**src/hw/rtl/rts_frame_waveform_transmitter_core_defines.svh**
```systemverilog
// Assertion macros for the frame waveform transmitter core
`ifndef RTS_FRAME_WAVEFORM_TRANSMITTER_CORE_DEFINES_SVH
`define RTS_FRAME_WAVEFORM_TRANSMITTER_CORE_DEFINES_SVH

// same-cycle implication, disabled while reset is active
`define RTSFW_ASSERT_NOW(lbl, ante, cons) \
    lbl: assert property (@(posedge aclk) disable iff (!aresetn) (ante) |-> (cons)) \
        else $error("rtsfw: assertion failed");

// next-cycle implication, disabled while reset is active
`define RTSFW_ASSERT_NEXT(lbl, ante, cons) \
    lbl: assert property (@(posedge aclk) disable iff (!aresetn) (ante) |=> (cons)) \
        else $error("rtsfw: assertion failed");

`endif

```
**src/hw/rtl/rtsfw_pkg.sv**
```systemverilog
// Shared types and constants for the frame waveform transmitter
`default_nettype none
package rtsfw_pkg;

    localparam int CFG_INDEX_W = 3;
    localparam int CFG_DATA_W  = 24;
    localparam int S_TDATA_W   = 32;
    localparam int M_TDATA_W   = 8;
    localparam int FRAME_BITS  = 56;
    localparam int Q_DEPTH     = 4;
    localparam int Q_AW        = 2;

    localparam logic [CFG_INDEX_W-1:0] REG_REMOTE_ADDRESS = 3'd0;
    localparam logic [CFG_INDEX_W-1:0] REG_KEY_BYTE       = 3'd1;
    localparam logic [CFG_INDEX_W-1:0] REG_SYMBOL_US      = 3'd2;
    localparam logic [CFG_INDEX_W-1:0] REG_WAKEUP_HIGH_US = 3'd3;
    localparam logic [CFG_INDEX_W-1:0] REG_WAKEUP_LOW_US  = 3'd4;
    localparam logic [CFG_INDEX_W-1:0] REG_SOFT_SYNC_HIGH = 3'd5;
    localparam logic [CFG_INDEX_W-1:0] REG_GAP_LOW_US     = 3'd6;

    typedef struct packed {
        logic [23:0] remote_address;
        logic [7:0]  key_byte;
        logic [11:0] symbol_us;
        logic [15:0] wakeup_high_us;
        logic [16:0] wakeup_low_us;
        logic [15:0] soft_sync_high_us;
        logic [16:0] gap_low_us;
    } cfg_t;

    typedef struct packed {
        logic                  cmd;
        logic [FRAME_BITS-1:0] frame;
        logic [7:0]            repeats;
    } q_entry_t;

    typedef struct packed {
        logic pop;
        logic pop_idle_tick;
    } bk_status_t;

endpackage
`default_nettype wire

```
**src/hw/rtl/rtsfw_front.sv**
```systemverilog
// Input side: accept items and build the obfuscated frame
`default_nettype none
module rtsfw_front
    import rtsfw_pkg::*;
(
    input  wire logic                 s_tvalid,
    output logic                      s_tready,
    input  wire logic [S_TDATA_W-1:0] s_tdata,
    input  wire logic                 s_tuser,
    input  wire cfg_t                 cfg,
    input  wire logic                 q_full,
    output logic                      q_push,
    output q_entry_t                  q_wr_entry
);

    function automatic logic [FRAME_BITS-1:0] build_frame(
        input logic [7:0]  key,
        input logic [3:0]  button,
        input logic [15:0] code,
        input logic [23:0] addr
    );
        logic [7:0] b [7];
        logic [3:0] cks;
        logic [FRAME_BITS-1:0] f;
        b[0] = key;
        b[1] = {button, 4'b0000};
        b[2] = code[15:8];
        b[3] = code[7:0];
        b[4] = addr[23:16];
        b[5] = addr[15:8];
        b[6] = addr[7:0];
        cks = 4'b0000;
        for (int i = 0; i < 7; i++) begin
            cks = cks ^ b[i][3:0] ^ b[i][7:4];
        end
        b[1][3:0] = cks;
        for (int i = 1; i < 7; i++) begin
            b[i] = b[i] ^ b[i-1];
        end
        f = {b[0], b[1], b[2], b[3], b[4], b[5], b[6]};
        return f;
    endfunction

    assign s_tready = !q_full;
    assign q_push   = s_tvalid && !q_full;

    always_comb begin
        q_wr_entry.cmd     = s_tuser;
        q_wr_entry.repeats = s_tdata[27:20];
        q_wr_entry.frame   = build_frame(cfg.key_byte, s_tdata[3:0], s_tdata[19:4],
                                         cfg.remote_address);
    end

endmodule
`default_nettype wire

```
**src/hw/rtl/rtsfw_queue.sv**
```systemverilog
// Short item queue between the front and the back
`default_nettype none
module rtsfw_queue
    import rtsfw_pkg::*;
(
    input  wire logic     aclk,
    input  wire logic     aresetn,
    input  wire logic     push,
    input  wire q_entry_t wr_entry,
    output logic          full,
    input  wire logic     pop,
    output logic          rd_valid,
    output q_entry_t      rd_entry
);

    q_entry_t          mem_reg [Q_DEPTH];
    logic [Q_AW-1:0]   wr_ptr_reg;
    logic [Q_AW-1:0]   rd_ptr_reg;
    logic [Q_AW:0]     count_reg;

    assign full     = (count_reg == (Q_AW+1)'(Q_DEPTH));
    assign rd_valid = (count_reg != '0);
    assign rd_entry = mem_reg[rd_ptr_reg];

    always_ff @(posedge aclk) begin
        if (push) begin
            mem_reg[wr_ptr_reg] <= wr_entry;
        end
    end

    always_ff @(posedge aclk) begin
        if (!aresetn) begin
            wr_ptr_reg <= '0;
            rd_ptr_reg <= '0;
            count_reg  <= '0;
        end else begin
            if (push) begin
                wr_ptr_reg <= wr_ptr_reg + 1'b1;
            end
            if (pop) begin
                rd_ptr_reg <= rd_ptr_reg + 1'b1;
            end
            if (push && !pop) begin
                count_reg <= count_reg + 1'b1;
            end else if (pop && !push) begin
                count_reg <= count_reg - 1'b1;
            end
        end
    end

endmodule
`default_nettype wire

```
**src/hw/rtl/rtsfw_back.sv**
```systemverilog
// Segment sequencer: runs the waveform, one queued item per cycle while the output is not stalled
`default_nettype none
module rtsfw_back
    import rtsfw_pkg::*;
#(
    parameter int DW = 17
) (
    input  wire logic                  aclk,
    input  wire logic                  aresetn,
    input  wire cfg_t                  cfg,
    input  wire logic                  q_valid,
    input  wire q_entry_t              q_entry,
    output logic                       q_pop,
    output logic                       m_tvalid,
    input  wire logic                  m_tready,
    output logic [M_TDATA_W-1:0]       m_tdata,
    output bk_status_t                 status
);

    localparam logic [3:0] PH_IDLE   = 4'd0;
    localparam logic [3:0] PH_WAKE_H = 4'd1;
    localparam logic [3:0] PH_WAKE_L = 4'd2;
    localparam logic [3:0] PH_HW_H   = 4'd3;
    localparam logic [3:0] PH_HW_L   = 4'd4;
    localparam logic [3:0] PH_SOFT_H = 4'd5;
    localparam logic [3:0] PH_SOFT_L = 4'd6;
    localparam logic [3:0] PH_DATA   = 4'd7;
    localparam logic [3:0] PH_GAP    = 4'd8;

    logic [FRAME_BITS-1:0] frame_reg, frame_next;
    logic [3:0]            phase_reg, phase_next;
    logic [DW-1:0]         time_reg, time_next;
    logic [5:0]            bit_reg, bit_next;
    logic                  half_reg, half_next;
    logic [2:0]            sync_reg, sync_next;
    logic [7:0]            repeats_reg, repeats_next;
    logic                  level_reg, level_next;
    logic                  m_tvalid_reg, m_tvalid_next;
    logic [M_TDATA_W-1:0]  m_tdata_reg, m_tdata_next;

    logic [11:0]   sym;
    logic [DW-1:0] sym_d;
    logic [DW-1:0] sync_d;
    logic          lvl;
    logic          res_level;
    logic          res_busy;
    logic          res_done;

    assign sym    = (cfg.symbol_us == '0) ? 12'd1 : cfg.symbol_us;
    assign sym_d  = DW'(sym);
    assign sync_d = DW'({sym, 2'b00});

    assign q_pop    = q_valid && (!m_tvalid_reg || m_tready);
    assign m_tvalid = m_tvalid_reg;
    assign m_tdata  = m_tdata_reg;

    assign status.pop           = q_pop;
    assign status.pop_idle_tick = q_pop && !q_entry.cmd && (phase_reg == PH_IDLE);

    always_comb begin
        if (phase_reg inside {PH_WAKE_H, PH_HW_H, PH_SOFT_H}) begin
            lvl = 1'b1;
        end else if (phase_reg == PH_DATA) begin
            lvl = half_reg ? frame_reg[FRAME_BITS-1] : !frame_reg[FRAME_BITS-1];
        end else begin
            lvl = 1'b0;
        end
    end

    always_comb begin
        frame_next   = frame_reg;
        phase_next   = phase_reg;
        time_next    = time_reg;
        bit_next     = bit_reg;
        half_next    = half_reg;
        sync_next    = sync_reg;
        repeats_next = repeats_reg;
        level_next   = level_reg;
        res_level    = level_reg;
        res_busy     = 1'b1;
        res_done     = 1'b0;

        if (q_pop) begin
            if (q_entry.cmd) begin
                if (phase_reg == PH_IDLE) begin
                    frame_next   = q_entry.frame;
                    repeats_next = q_entry.repeats;
                    sync_next    = 3'd2;
                    bit_next     = '0;
                    half_next    = 1'b0;
                    if (cfg.wakeup_high_us != '0) begin
                        phase_next = PH_WAKE_H;
                        time_next  = DW'(cfg.wakeup_high_us);
                    end else if (cfg.wakeup_low_us != '0) begin
                        phase_next = PH_WAKE_L;
                        time_next  = DW'(cfg.wakeup_low_us);
                    end else begin
                        phase_next = PH_HW_H;
                        time_next  = sync_d;
                    end
                end
            end else if (phase_reg == PH_IDLE) begin
                level_next = 1'b0;
                res_level  = 1'b0;
                res_busy   = 1'b0;
            end else begin
                level_next = lvl;
                time_next  = time_reg - 1'b1;
                if (time_reg == DW'(1)) begin
                    case (phase_reg)
                        PH_WAKE_H: begin
                            if (cfg.wakeup_low_us != '0) begin
                                phase_next = PH_WAKE_L;
                                time_next  = DW'(cfg.wakeup_low_us);
                            end else begin
                                phase_next = PH_HW_H;
                                time_next  = sync_d;
                            end
                        end
                        PH_WAKE_L: begin
                            phase_next = PH_HW_H;
                            time_next  = sync_d;
                        end
                        PH_HW_H: begin
                            phase_next = PH_HW_L;
                            time_next  = sync_d;
                        end
                        PH_HW_L: begin
                            if (sync_reg > 3'd1) begin
                                sync_next  = sync_reg - 1'b1;
                                phase_next = PH_HW_H;
                                time_next  = sync_d;
                            end else begin
                                sync_next = '0;
                                if (cfg.soft_sync_high_us != '0) begin
                                    phase_next = PH_SOFT_H;
                                    time_next  = DW'(cfg.soft_sync_high_us);
                                end else begin
                                    phase_next = PH_SOFT_L;
                                    time_next  = sym_d;
                                end
                            end
                        end
                        PH_SOFT_H: begin
                            phase_next = PH_SOFT_L;
                            time_next  = sym_d;
                        end
                        PH_SOFT_L: begin
                            bit_next   = '0;
                            half_next  = 1'b0;
                            phase_next = PH_DATA;
                            time_next  = sym_d;
                        end
                        PH_DATA: begin
                            if (!half_reg) begin
                                half_next = 1'b1;
                                time_next = sym_d;
                            end else begin
                                half_next  = 1'b0;
                                frame_next = {frame_reg[FRAME_BITS-2:0],
                                              frame_reg[FRAME_BITS-1]};
                                if (bit_reg == 6'(FRAME_BITS-1)) begin
                                    bit_next = '0;
                                    if (cfg.gap_low_us != '0) begin
                                        phase_next = PH_GAP;
                                        time_next  = DW'(cfg.gap_low_us);
                                    end else if (repeats_reg != '0) begin
                                        repeats_next = repeats_reg - 1'b1;
                                        sync_next    = 3'd7;
                                        phase_next   = PH_HW_H;
                                        time_next    = sync_d;
                                    end else begin
                                        phase_next = PH_IDLE;
                                        time_next  = '0;
                                        res_done   = 1'b1;
                                    end
                                end else begin
                                    bit_next  = bit_reg + 1'b1;
                                    time_next = sym_d;
                                end
                            end
                        end
                        PH_GAP: begin
                            if (repeats_reg != '0) begin
                                repeats_next = repeats_reg - 1'b1;
                                sync_next    = 3'd7;
                                phase_next   = PH_HW_H;
                                time_next    = sync_d;
                            end else begin
                                phase_next = PH_IDLE;
                                time_next  = '0;
                                res_done   = 1'b1;
                            end
                        end
                        default: begin
                            phase_next = PH_IDLE;
                            time_next  = '0;
                            res_done   = 1'b1;
                        end
                    endcase
                end
                res_level = lvl;
                res_busy  = (phase_next != PH_IDLE);
            end
        end
    end

    always_comb begin
        m_tvalid_next = m_tvalid_reg;
        m_tdata_next  = m_tdata_reg;
        if (q_pop) begin
            m_tvalid_next = 1'b1;
            m_tdata_next  = {{(M_TDATA_W-3){1'b0}}, res_done, res_busy, res_level};
        end else if (m_tready) begin
            m_tvalid_next = 1'b0;
        end
    end

    always_ff @(posedge aclk) begin
        frame_reg   <= frame_next;
        m_tdata_reg <= m_tdata_next;
    end

    always_ff @(posedge aclk) begin
        if (!aresetn) begin
            phase_reg    <= PH_IDLE;
            time_reg     <= '0;
            bit_reg      <= '0;
            half_reg     <= 1'b0;
            sync_reg     <= '0;
            repeats_reg  <= '0;
            level_reg    <= 1'b0;
            m_tvalid_reg <= 1'b0;
        end else begin
            phase_reg    <= phase_next;
            time_reg     <= time_next;
            bit_reg      <= bit_next;
            half_reg     <= half_next;
            sync_reg     <= sync_next;
            repeats_reg  <= repeats_next;
            level_reg    <= level_next;
            m_tvalid_reg <= m_tvalid_next;
        end
    end

endmodule
`default_nettype wire

```
**src/hw/rtl/rts_frame_waveform_transmitter_core.sv**
```systemverilog
// Top level of the rolling-code frame waveform transmitter
//
//  port group   dir  payload (low bit first)
//  s_*          in   tuser: cmd; tdata: button, rolling_code, repeat_count
//  m_*          out  tdata: pin_level, busy_res, done_res
//  cfg_*        in   register write: index, data
//
// One item per cycle sustained while the output is not stalled; each item yields one result item.
// An accepted item is written into the four-entry queue; the edge that pops it
// also loads the output register; the sequencer retires one item per cycle unless the output stalls.
// Reset is synchronous and active low; no clearing pass is needed.
// An output stall fills the queue, then s_tready drops.
`default_nettype none
`include "rts_frame_waveform_transmitter_core_defines.svh"
module rts_frame_waveform_transmitter_core
    import rtsfw_pkg::*;
#(
    parameter int DURATION_WIDTH = 17
) (
    input  wire logic                   aclk,
    input  wire logic                   aresetn,
    input  wire logic                   s_tvalid,
    output logic                        s_tready,
    input  wire logic [S_TDATA_W-1:0]   s_tdata,   // button, rolling_code, repeat_count
    input  wire logic                   s_tuser,   // cmd
    output logic                        m_tvalid,
    input  wire logic                   m_tready,
    output logic [M_TDATA_W-1:0]        m_tdata,   // pin_level, busy_res, done_res
    input  wire logic                   cfg_wr_en,
    input  wire logic [CFG_INDEX_W-1:0] cfg_index,
    input  wire logic [CFG_DATA_W-1:0]  cfg_wdata
);

    cfg_t       cfg_reg;
    logic       q_full;
    logic       q_push;
    q_entry_t   q_wr_entry;
    logic       q_pop;
    logic       q_valid;
    q_entry_t   q_rd_entry;
    bk_status_t bk_status;

    always_ff @(posedge aclk) begin
        if (!aresetn) begin
            cfg_reg.remote_address    <= 24'd0;
            cfg_reg.key_byte          <= 8'hA7;
            cfg_reg.symbol_us         <= 12'd640;
            cfg_reg.wakeup_high_us    <= 16'd9415;
            cfg_reg.wakeup_low_us     <= 17'd89565;
            cfg_reg.soft_sync_high_us <= 16'd4550;
            cfg_reg.gap_low_us        <= 17'd30415;
        end else if (cfg_wr_en) begin
            case (cfg_index)
                REG_REMOTE_ADDRESS: cfg_reg.remote_address    <= cfg_wdata;
                REG_KEY_BYTE:       cfg_reg.key_byte          <= cfg_wdata[7:0];
                REG_SYMBOL_US:      cfg_reg.symbol_us         <= cfg_wdata[11:0];
                REG_WAKEUP_HIGH_US: cfg_reg.wakeup_high_us    <= cfg_wdata[15:0];
                REG_WAKEUP_LOW_US:  cfg_reg.wakeup_low_us     <= cfg_wdata[16:0];
                REG_SOFT_SYNC_HIGH: cfg_reg.soft_sync_high_us <= cfg_wdata[15:0];
                REG_GAP_LOW_US:     cfg_reg.gap_low_us        <= cfg_wdata[16:0];
                default: ;
            endcase
        end
    end

    rtsfw_front u_front (
        .s_tvalid   (s_tvalid),
        .s_tready   (s_tready),
        .s_tdata    (s_tdata),
        .s_tuser    (s_tuser),
        .cfg        (cfg_reg),
        .q_full     (q_full),
        .q_push     (q_push),
        .q_wr_entry (q_wr_entry)
    );

    rtsfw_queue u_queue (
        .aclk     (aclk),
        .aresetn  (aresetn),
        .push     (q_push),
        .wr_entry (q_wr_entry),
        .full     (q_full),
        .pop      (q_pop),
        .rd_valid (q_valid),
        .rd_entry (q_rd_entry)
    );

    rtsfw_back #(
        .DW (DURATION_WIDTH)
    ) u_back (
        .aclk     (aclk),
        .aresetn  (aresetn),
        .cfg      (cfg_reg),
        .q_valid  (q_valid),
        .q_entry  (q_rd_entry),
        .q_pop    (q_pop),
        .m_tvalid (m_tvalid),
        .m_tready (m_tready),
        .m_tdata  (m_tdata),
        .status   (bk_status)
    );

    `RTSFW_ASSERT_NOW(a_done_clears_busy, m_tvalid && m_tdata[2], !m_tdata[1])
    `RTSFW_ASSERT_NEXT(a_pop_gives_item, bk_status.pop, m_tvalid)
    `RTSFW_ASSERT_NEXT(a_idle_tick_low, bk_status.pop_idle_tick, m_tdata[2:0] == 3'b000)

endmodule
`default_nettype wire

```
**config.mk**
```make
export PLATFORM = sky130hd
export DESIGN_NAME = rts_frame_waveform_transmitter_core
export DESIGN_NICKNAME = d
export VERILOG_FILES = /design/src/hw/rtl/rtsfw_pkg.sv /design/src/hw/rtl/rtsfw_front.sv /design/src/hw/rtl/rtsfw_queue.sv /design/src/hw/rtl/rtsfw_back.sv /design/src/hw/rtl/rts_frame_waveform_transmitter_core.sv
export VERILOG_INCLUDE_DIRS = /design/src /design/src/hw/rtl
export SDC_FILE = /design/constraint.sdc
export NUM_CORES = 1
export LEC_CHECK = 0
export BUFFER_PORTS_ARGS = -buffer_cell sky130_fd_sc_hd__buf_2
export CAP_MARGIN = 20
export CORE_MARGIN = 4
export CORE_UTILIZATION = 33
export CTS_BUF_LIST = sky130_fd_sc_hd__clkbuf_4 sky130_fd_sc_hd__clkbuf_8
export CTS_CLUSTER_DIAMETER = 30
export CTS_CLUSTER_SIZE = 16
export DETAILED_ROUTE_END_ITERATION = 8
export GPL_TIMING_DRIVEN = 0
export PLACE_DENSITY = 0.47
export SYNTH_ARGS = -nofsm -noshare
export SYNTH_HDL_FRONTEND = slang
export SYNTH_SLANG_ARGS = --single-unit
```
**constraint.sdc**
```tcl
create_clock -name aclk -period 16.9 [get_ports aclk]
set_input_delay 3.38 -clock aclk [delete_from_list [all_inputs] [get_ports aclk]]
set_output_delay 3.38 -clock aclk [all_outputs]
set_load 0.05 [all_outputs]
```
Word-level counts from Yosys, hierarchy flattened
Memories as Yosys holds them, arrays and structs flattened. A register that Yosys moved wholly into a read port is not among the register bits.
Index checks and enable logic that the tools add are counted.
{"block": "op_classes", "n_eq_ne": 22, "muxes": 87, "reduce_logical": 46, "n_addsub": 8, "order_cmp": 1, "bitwise": 19}
{"cell": "56-bit two-way mux", "n": 6}
{"cell": "17-bit two-way mux", "n": 10}
{"cell": "17-bit case mux with 6 select lines", "n": 1}
{"cell": "8-bit two-way mux", "n": 8}
{"cell": "4-bit two-way mux", "n": 12}
{"cell": "4-bit XOR", "n": 12}
{"cell": "8-bit XOR", "n": 6}
{"cell": "6-bit two-way mux", "n": 6}
{"cell": "17-bit nonzero test", "n": 2}
{"cell": "3-bit two-way mux", "n": 11}
{"cell": "4-bit case mux with 8 select lines", "n": 1}
{"cell": "16-bit nonzero test", "n": 2}
{"cell": "1-bit two-way mux", "n": 20}
{"cell": "17-bit by 1-bit == test with 1-bit output (second input constant)", "n": 1}
{"cell": "17-bit by 1-bit subtractor with 17-bit output (second input constant)", "n": 1}
{"cell": "4-bit by 3-bit == test with 1-bit output (second input constant)", "n": 4}
{"cell": "16-bit two-way mux", "n": 1}
{"cell": "8-bit case mux with 2 select lines", "n": 1}
{"cell": "8-bit AND reduction", "n": 2}
{"cell": "14-bit two-way mux", "n": 1}
{"cell": "2-bit AND reduction", "n": 7}
{"cell": "3-bit == test (second input constant)", "n": 4}
{"cell": "12-bit zero test", "n": 1}
{"cell": "12-bit two-way mux", "n": 1}
{"cell": "other kinds (37)", "n": 62}
{"block": "word_totals", "mem_count": 1, "elab_cells": 206, "mem_bits_rw": 260, "register_bits": 217, "out_inout_bits": 10, "inputBits": 65}
{"memory": "u_queue.mem_reg", "depth": 4, "word_bits": 65, "rd": 1, "rd_ports_with_merged_regs": 1, "write_ports": 1, "line": "rtsfw_queue.sv:16", "text": "q_entry_t mem_reg [Q_DEPTH];"}

Logic depth before layout (Yosys ltp)
Gate-level depths: netlist of run 1.
{"block": "logic_depth", "ltp_word": 18, "mapped_depth": 13}

Hierarchy
From an unflattened synthesis of run 1, not the netlist that was laid out.
{"block": "unflattened", "cells_unflattened": 1584, "area_unflattened_um2": 21665.8}
{"mod": "rtsfw_queue", "cells_each": 382, "seq_area_each_um2": 7987.7, "area_per_inst_um2": 9870.7, "n_inst": 1}
{"mod": "rtsfw_back", "cells_each": 695, "seq_area_each_um2": 2592.5, "area_per_inst_um2": 6503.7, "n_inst": 1}
{"mod": "rts_frame_waveform_transmitter_core", "cells_each": 413, "seq_area_each_um2": 2202.1, "area_per_inst_um2": 4361.7, "n_inst": 1}
{"mod": "rtsfw_front", "cells_each": 94, "seq_area_each_um2": 0.0, "area_per_inst_um2": 929.6, "n_inst": 1}

Worst setup path after synthesis of run 1
OpenSTA, ideal clock, no wires.
{"block": "synth_timing", "path_kind": "input to register", "start": "input port m_tready", "end": "register u_back.frame_reg[0] (enable)", "setup_slack_ns": 7.213, "t_required_ns": 16.292, "path_buffers": 0, "arrival_ns": 9.079, "cell_stages": 3, "cell_sequence": "nand2b_1 nand2_1 nor4_1"}
{"block": "synth_between", "elab_chain_len": 3}
{"item": "from (decl)", "line": "rts_frame_waveform_transmitter_core.sv:27", "text": "input wire logic m_tready,"}
{"item": "1-bit logical OR", "line": "rtsfw_back.sv:53", "text": "assign q_pop = q_valid && (!m_tvalid_reg || m_tready);"}
{"item": "1-bit logical AND", "line": "rtsfw_back.sv:53"}
{"item": "6-bit AND reduction (no line)"}
{"item": "to (signal assigned)", "line": "rtsfw_back.sv:220", "text": "frame_reg <= frame_next;"}
{"item": "to (decl)", "line": "rtsfw_back.sv:30", "text": "logic [FRAME_BITS-1:0] frame_reg, frame_next;"}
Every way passes these cells.
A chain may end at the register's enable or synchronous reset.

==> flow_summary.yaml, run 1 <==
logic_synthesis:
  yosys_warnings: 0
  async_reset_ff_frac: 0
  ys.flop_type: "edfxtp_1"
  synth-seq-cells: 479
  synthCells: 1779
  syn_avg_cell_area_um2: 11.8
  netlist_area_um2: 21100
  synth_seq_area_share: 0.607
  synth_edf_count: 319
  synth_cell_type_count: 76
grt:
  antenna_found_initial: 3
  track_usage: 0.189
  grt_first_pass_wirelength_um: 96700
  overflow: 0
  grt_max_degree: 48
  first_global_vias: 15300
detailed_routing:
  first_iter_violations: 1086
  routed_wl_um: 64200
  first_pass_iters: 7
  ant_nets: 0
  post_drt_via_cell_ratio: 5.14
  drc: 0
  wire_per_inst_um: 22.0
  vias: 15000
die:
  start_util: 0.334
  die_h_um: 261
  ios: 75
  core_area_um2: 63100
  rows: 92
  dieArea_um2: 67900
  die_w_um: 261
sta:
  fin_crit_sh: 0.334
  slew_violations: 0
  worst_slew_pin_slew_ns: 1.09
  max_freq_mhz: 177
  rsz0062_at_grt: "false"
  clock_skew_ns: 0.0468
  setup_ws_ns: 11.26
  finalSetupViolations: 0
  fin_setup_tns_ns: 0
  relSlewSlack: 0.274
  period_needed_ns: 5.64
  hold_viol: 0
power_and_ir_drop:
  p_leak_uw: 0.00897
  ir_worst_vdd_uv: 67.3
  p_per_area_nw_per_um2: 167
cells_and_area:
  final_cell_mix: "nand2_1, edfxtp_1, dfxtp_1"
  area_delta_synth_final_pct: 20.4
  final_common_cell: "nand2_1"
  fillers: 6198
  largest_reg_flops: 260
  final_layout_size_suffix_gt1_frac: 0.192
  nNetsFinal: 2049
clock_tree:
  post_cts_buffers: 0
  path_clk_slew_ns: 0.06
  cts-resized-gates: 0
  cts_hold_buf: 0
  cts_inserted_buffers: 109
  cts_tree: "done"
  cts_root_buf: "clkbuf_8"
  clk_latency_ns: 0.72
  clock_sinks: 479
  clockBufferDepth: 3
  htreeDepth: 3
placement:
  detailed_place_hpwl_um: 44800
  place_congestion: 0.944
  dp_slack_ns: 10.46
  portBuffers: 62
setup_path:
  endpoint_kind: "flop"
  reg2reg_depth: 14
  crit_required_ns: 17.30
  worstPathMaxFanout: 6
  critPathKind: "in2reg"
  startpoint_type: "input pin"
  arrival_ns: 6.04
  ff2ff_setup_slack_ns: 11.86
  r2r-end: "u_back.frame_reg[36]"
hold_path:
  whs_path_depth: 2
  min-delay-start: "cfg_reg[102]"
  hold_end: "cfg_reg[102]"
  hp-class: "reg2reg"
outcome:
  status: "complete, no violations"
flow_run:
  cap_violations: 0
worst max-delay path, cell delays in order:
cell and delay [ns]:
buf_2 0.12, xor3_2 0.48, xor2_2 0.31, xnor2_1 0.24
xnor2_2 0.47, xor2_2 0.23, xnor2_2 0.51, xnor2_1 0.29
power by group:
group | internal (uW) | leakage (uW) | total, uW | switching (uW)
Sequential | 1480 | 0.00422 | 1560 | 77.6
Combinational | 401 | 0.00339 | 1110 | 704
Clock | 986 | 0.00136 | 1570 | 579
Total | 2870 | 0.00897 | 4230 | 1360
routing by layer:
metal,share of wire,GRT usage,up-vias
met4,0.031,0.0717,2
met3,0.062,0.0381,117
met2,0.47,0.304,480
met1,0.44,0.253,7447
met5,0.00020,0,-
li1,-,-,6924
logic make-up (layout without fill, tap and decap cells):
logic type / Yosys count / after routing / share of synthesized area
AND/OR/NAND/NOR: 692 / 692 / 0.145
AO/OA/AOI/OAI: 311 / 311 / 0.101
XOR/XNOR: 78 / 78 / 0.0412
other: 1 / 7 / 0.000178
buffers and inverters: 133 / 414 / 0.0253
multiplexers: 71 / 71 / 0.0719
flip-flops: 479 / 479 / 0.607
adder cells (fa/ha/maj): 14 / 14 / 0.00867
cell type report:
cell class	instances	area, um2	share of cell area
clock buffers	149	1890	0.0747
diodes	2	5.00	0.000197
plain buffers	106	432	0.0170
repair buffers	76	495	0.0195
multi-input cells	1171	7790	0.307
clock inverters	56	788	0.0311
well taps	846	1060	0.0418
inverters	27	101	0.00400
flip-flops and latches	479	12800	0.504
cells in the mapped netlist (all sizes together), types with 6 or more instances:
master  count  area share
nand2     452       0.081
edfxtp    319        0.45
dfxtp     160        0.15
clkbuf     85       0.015
a21boi     77       0.027
o21ai      70       0.017
mux4       64       0.068
nand3      60       0.014
nor2       56       0.010
a21oi      45       0.011
xnor2      43       0.021
xor2       31       0.016
inv        26      0.0046
nor4       25      0.0094
nor3       24      0.0057
buf        21      0.0053
ha         13      0.0077
a211oi     12      0.0043
a31oi      12      0.0036
and3       11      0.0033
o211ai     11      0.0039
nand2b     10      0.0030
and2        9      0.0027
nand4       9      0.0027
a221oi      8      0.0033
a22oi       8      0.0029
nor2b       8      0.0024
or3         7      0.0021
o22ai       6      0.0018
stage by stage:
stage	utilization	instance area, um2	hold slack (ns)	instances	power (uW)
after detailed placement	0.359	22700	0.472	2705	2690
after floorplan	-	21100	0.443	1783	2330
after global placement	0.356	22400	0.459	2691	2680
after CTS	0.402	25300	0.479	2910	4270
final	0.402	25300	0.476	2912	4230
after global routing	0.402	25300	0.493	2912	4460
worst max-delay path by stage:
stage	startpoint	to	slack (ns)	depth (start not counted)
final	s_tdata[2]	u_queue.mem_reg[2][50]	11.26	8
after global routing	s_tdata[0]	u_queue.mem_reg[3][40]	11.06	8
after CTS	s_tdata[0]	u_queue.mem_reg[0][48]	11.24	8
after detailed placement	s_tdata[0]	u_queue.mem_reg[3][48]	10.46	8
after global placement	m_tready	u_back.frame_reg[37]	3.07	4
after floorplan	m_tready	u_back.frame_reg[0]	7.21	3
Note: power is estimated with default switching activity, not from simulation.
==> run 2, diff against run 1 <==
==> constraint.sdc (replaced) <==
create_clock -name aclk -period 5.51 [get_ports aclk]
set_input_delay 1.102 -clock aclk [delete_from_list [all_inputs] [get_ports aclk]]
set_output_delay 1.102 -clock aclk [all_outputs]
set_load 0.05 [all_outputs]
==> flow_summary.yaml, run 2 (synthesis gave the netlist of run 1 again) <==
setup_path:
  cp_slowest_stage_delay_ns: 0.53
  critPathKind: "reg2reg"
  startpoint_type: "flop"
  endpoint_kind: "flop"
  arrival_ns: 5.07
  crit_required_ns: 5.92
  crit_top_cell: "buf_8"
  worst-path-buf-inv: 9
  cpMaxStageDelayCell: "nor4_4"
  crit_family: "buffers and inverters"
  crit_path_cell_trace: "mux2i_1 > mux2_2 > clkinv_1 > clkbuf_1 > clkbuf_1 > buf_1 > ha_1 > nor4_4 > buf_6 > buf_8 > buf_8 > buf_6 > buf_8"
  worstPathMaxFanout: 13
clock_tree:
  cts_root_buf: "clkbuf_8"
  path_clk_slew_ns: 0.05
  cts_inserted_buffers: 108
  clock_sinks: 479
  htreeDepth: 3
  cts-resized-gates: 0
  clk_latency_ns: 0.73
  post_cts_buffers: 0
  clockBufferDepth: 3
  cts_tree: "done"
  cts_hold_buf: 0
sta:
  slew_violations: 0
  clock_skew_ns: 0.0552
  period_needed_ns: 4.65
  finalSetupViolations: 0
  hold_viol: 0
  max_freq_mhz: 215
  worst_slew_pin_slew_ns: 1.08
  fin_setup_tns_ns: 0
  fin_crit_sh: 0.845
  rsz0062_at_grt: "false"
  relSlewSlack: 0.279
hold_path:
  hp-class: "reg2reg"
placement:
  dp.cells: 2702
  detailed_place_hpwl_um: 45000
  place_congestion: 0.933
  portBuffers: 62
  place_area_um2: 22700
cells_and_area:
  final_cell_mix: "nand2_1, edfxtp_1, dfxtp_1"
  nNetsFinal: 2046
  ff_latch_area_um2: 12800
  fin_cells: 2912
  fillers: 6177
  area_delta_synth_final_pct: 20.3
  multi_input_area_um2: 7800
  final_layout_size_suffix_gt1_frac: 0.188
  final_common_cell: "nand2_1"
  final_cell_area_um2: 25300
  largest_reg_flops: 260
power_and_ir_drop:
  p_per_area_nw_per_um2: 510
  ir_worst_vdd_uv: 209
  p_leak_uw: 0.00894
  power_uw: 12900
detailed_routing:
  first_pass_iters: 6
  routed_wl_um: 64000
  wire_per_inst_um: 22.0
  first_iter_violations: 1131
  post_drt_via_cell_ratio: 5.12
  drc: 0
  ant_nets: 0
  vias: 14900
die:
  rows: 92
  core_area_um2: 63100
  ios: 75
  die_h_um: 261
  die_w_um: 261
  dieArea_um2: 67900
  start_util: 0.334
outcome:
  status: "complete, no violations"
grt:
  track_usage: 0.187
  overflow: 0
  grt_first_pass_wirelength_um: 95400
  grt_max_degree: 51
  antenna_found_initial: 2
  first_global_vias: 15100
flow_run:
  cap_violations: 0
[run 2: area by class of cell]
type | instances | share of cell area
Buffer | 106 | 0.0170
Antenna cell | 3 | 0.000296
Inverter | 27 | 0.00400
Clock buffer | 126 | 0.0655
Timing Repair Buffer | 74 | 0.0204
Tap cell | 846 | 0.0418
Multi-Input combinational cell | 1171 | 0.308
Clock inverter | 80 | 0.0384
Sequential cell | 479 | 0.505
[run 2: per-stage QoR]
step / util / setup WS, ns / hold WS, ns
6_report: 0.402 / 0.856 / 0.462
5_1_grt: 0.402 / 0.651 / 0.504
4_1_cts: 0.401 / 0.779 / 0.467
3_5_place_dp: 0.359 / 0.784 / 0.461
3_3_place_gp: 0.356 / -3.25 / 0.458
2_1_floorplan: - / 0.0625 / 0.443
[run 2: routing by layer]
metal / GRT usage / vias to the layer above / part of all wire
met5: 0 / - / 0.00020
met4: 0.0754 / 2 / 0.033
met3: 0.0365 / 141 / 0.055
met2: 0.305 / 434 / 0.47
met1: 0.246 / 7394 / 0.44
li1: - / 6934 / -
[run 2: final timing paths]
path | start | to | slack (ns) | cells past startpoint
setup / recovery | flop | u_back.frame_reg[49] | 0.86 | 13
setup reg to reg | flop | u_back.frame_reg[49] | 0.86 | 13
hold / removal | u_back.level_reg | u_back.level_reg | 0.46 | 2
hold reg to reg | u_back.level_reg | u_back.level_reg | 0.46 | 2
[run 2: worst register-to-register path, stage by stage (launching register included)]
cell	delay [ns]
dfxtp_1	0.38
mux2i_1	0.20
mux2_2	0.20
clkinv_1	0.27
clkbuf_1	0.37
clkbuf_1	0.48
buf_1	0.51
ha_1	0.43
nor4_4	0.53
buf_6	0.26
buf_8	0.18
buf_8	0.17
buf_6	0.20
buf_8	0.18
[run 2: report_power, final]
part | internal, uW | switching (uW) | total, uW
Sequential | 4540 | 238 | 4780
Clock | 2920 | 1810 | 4730
Combinational | 1250 | 2160 | 3410
Total | 8700 | 4210 | 12900
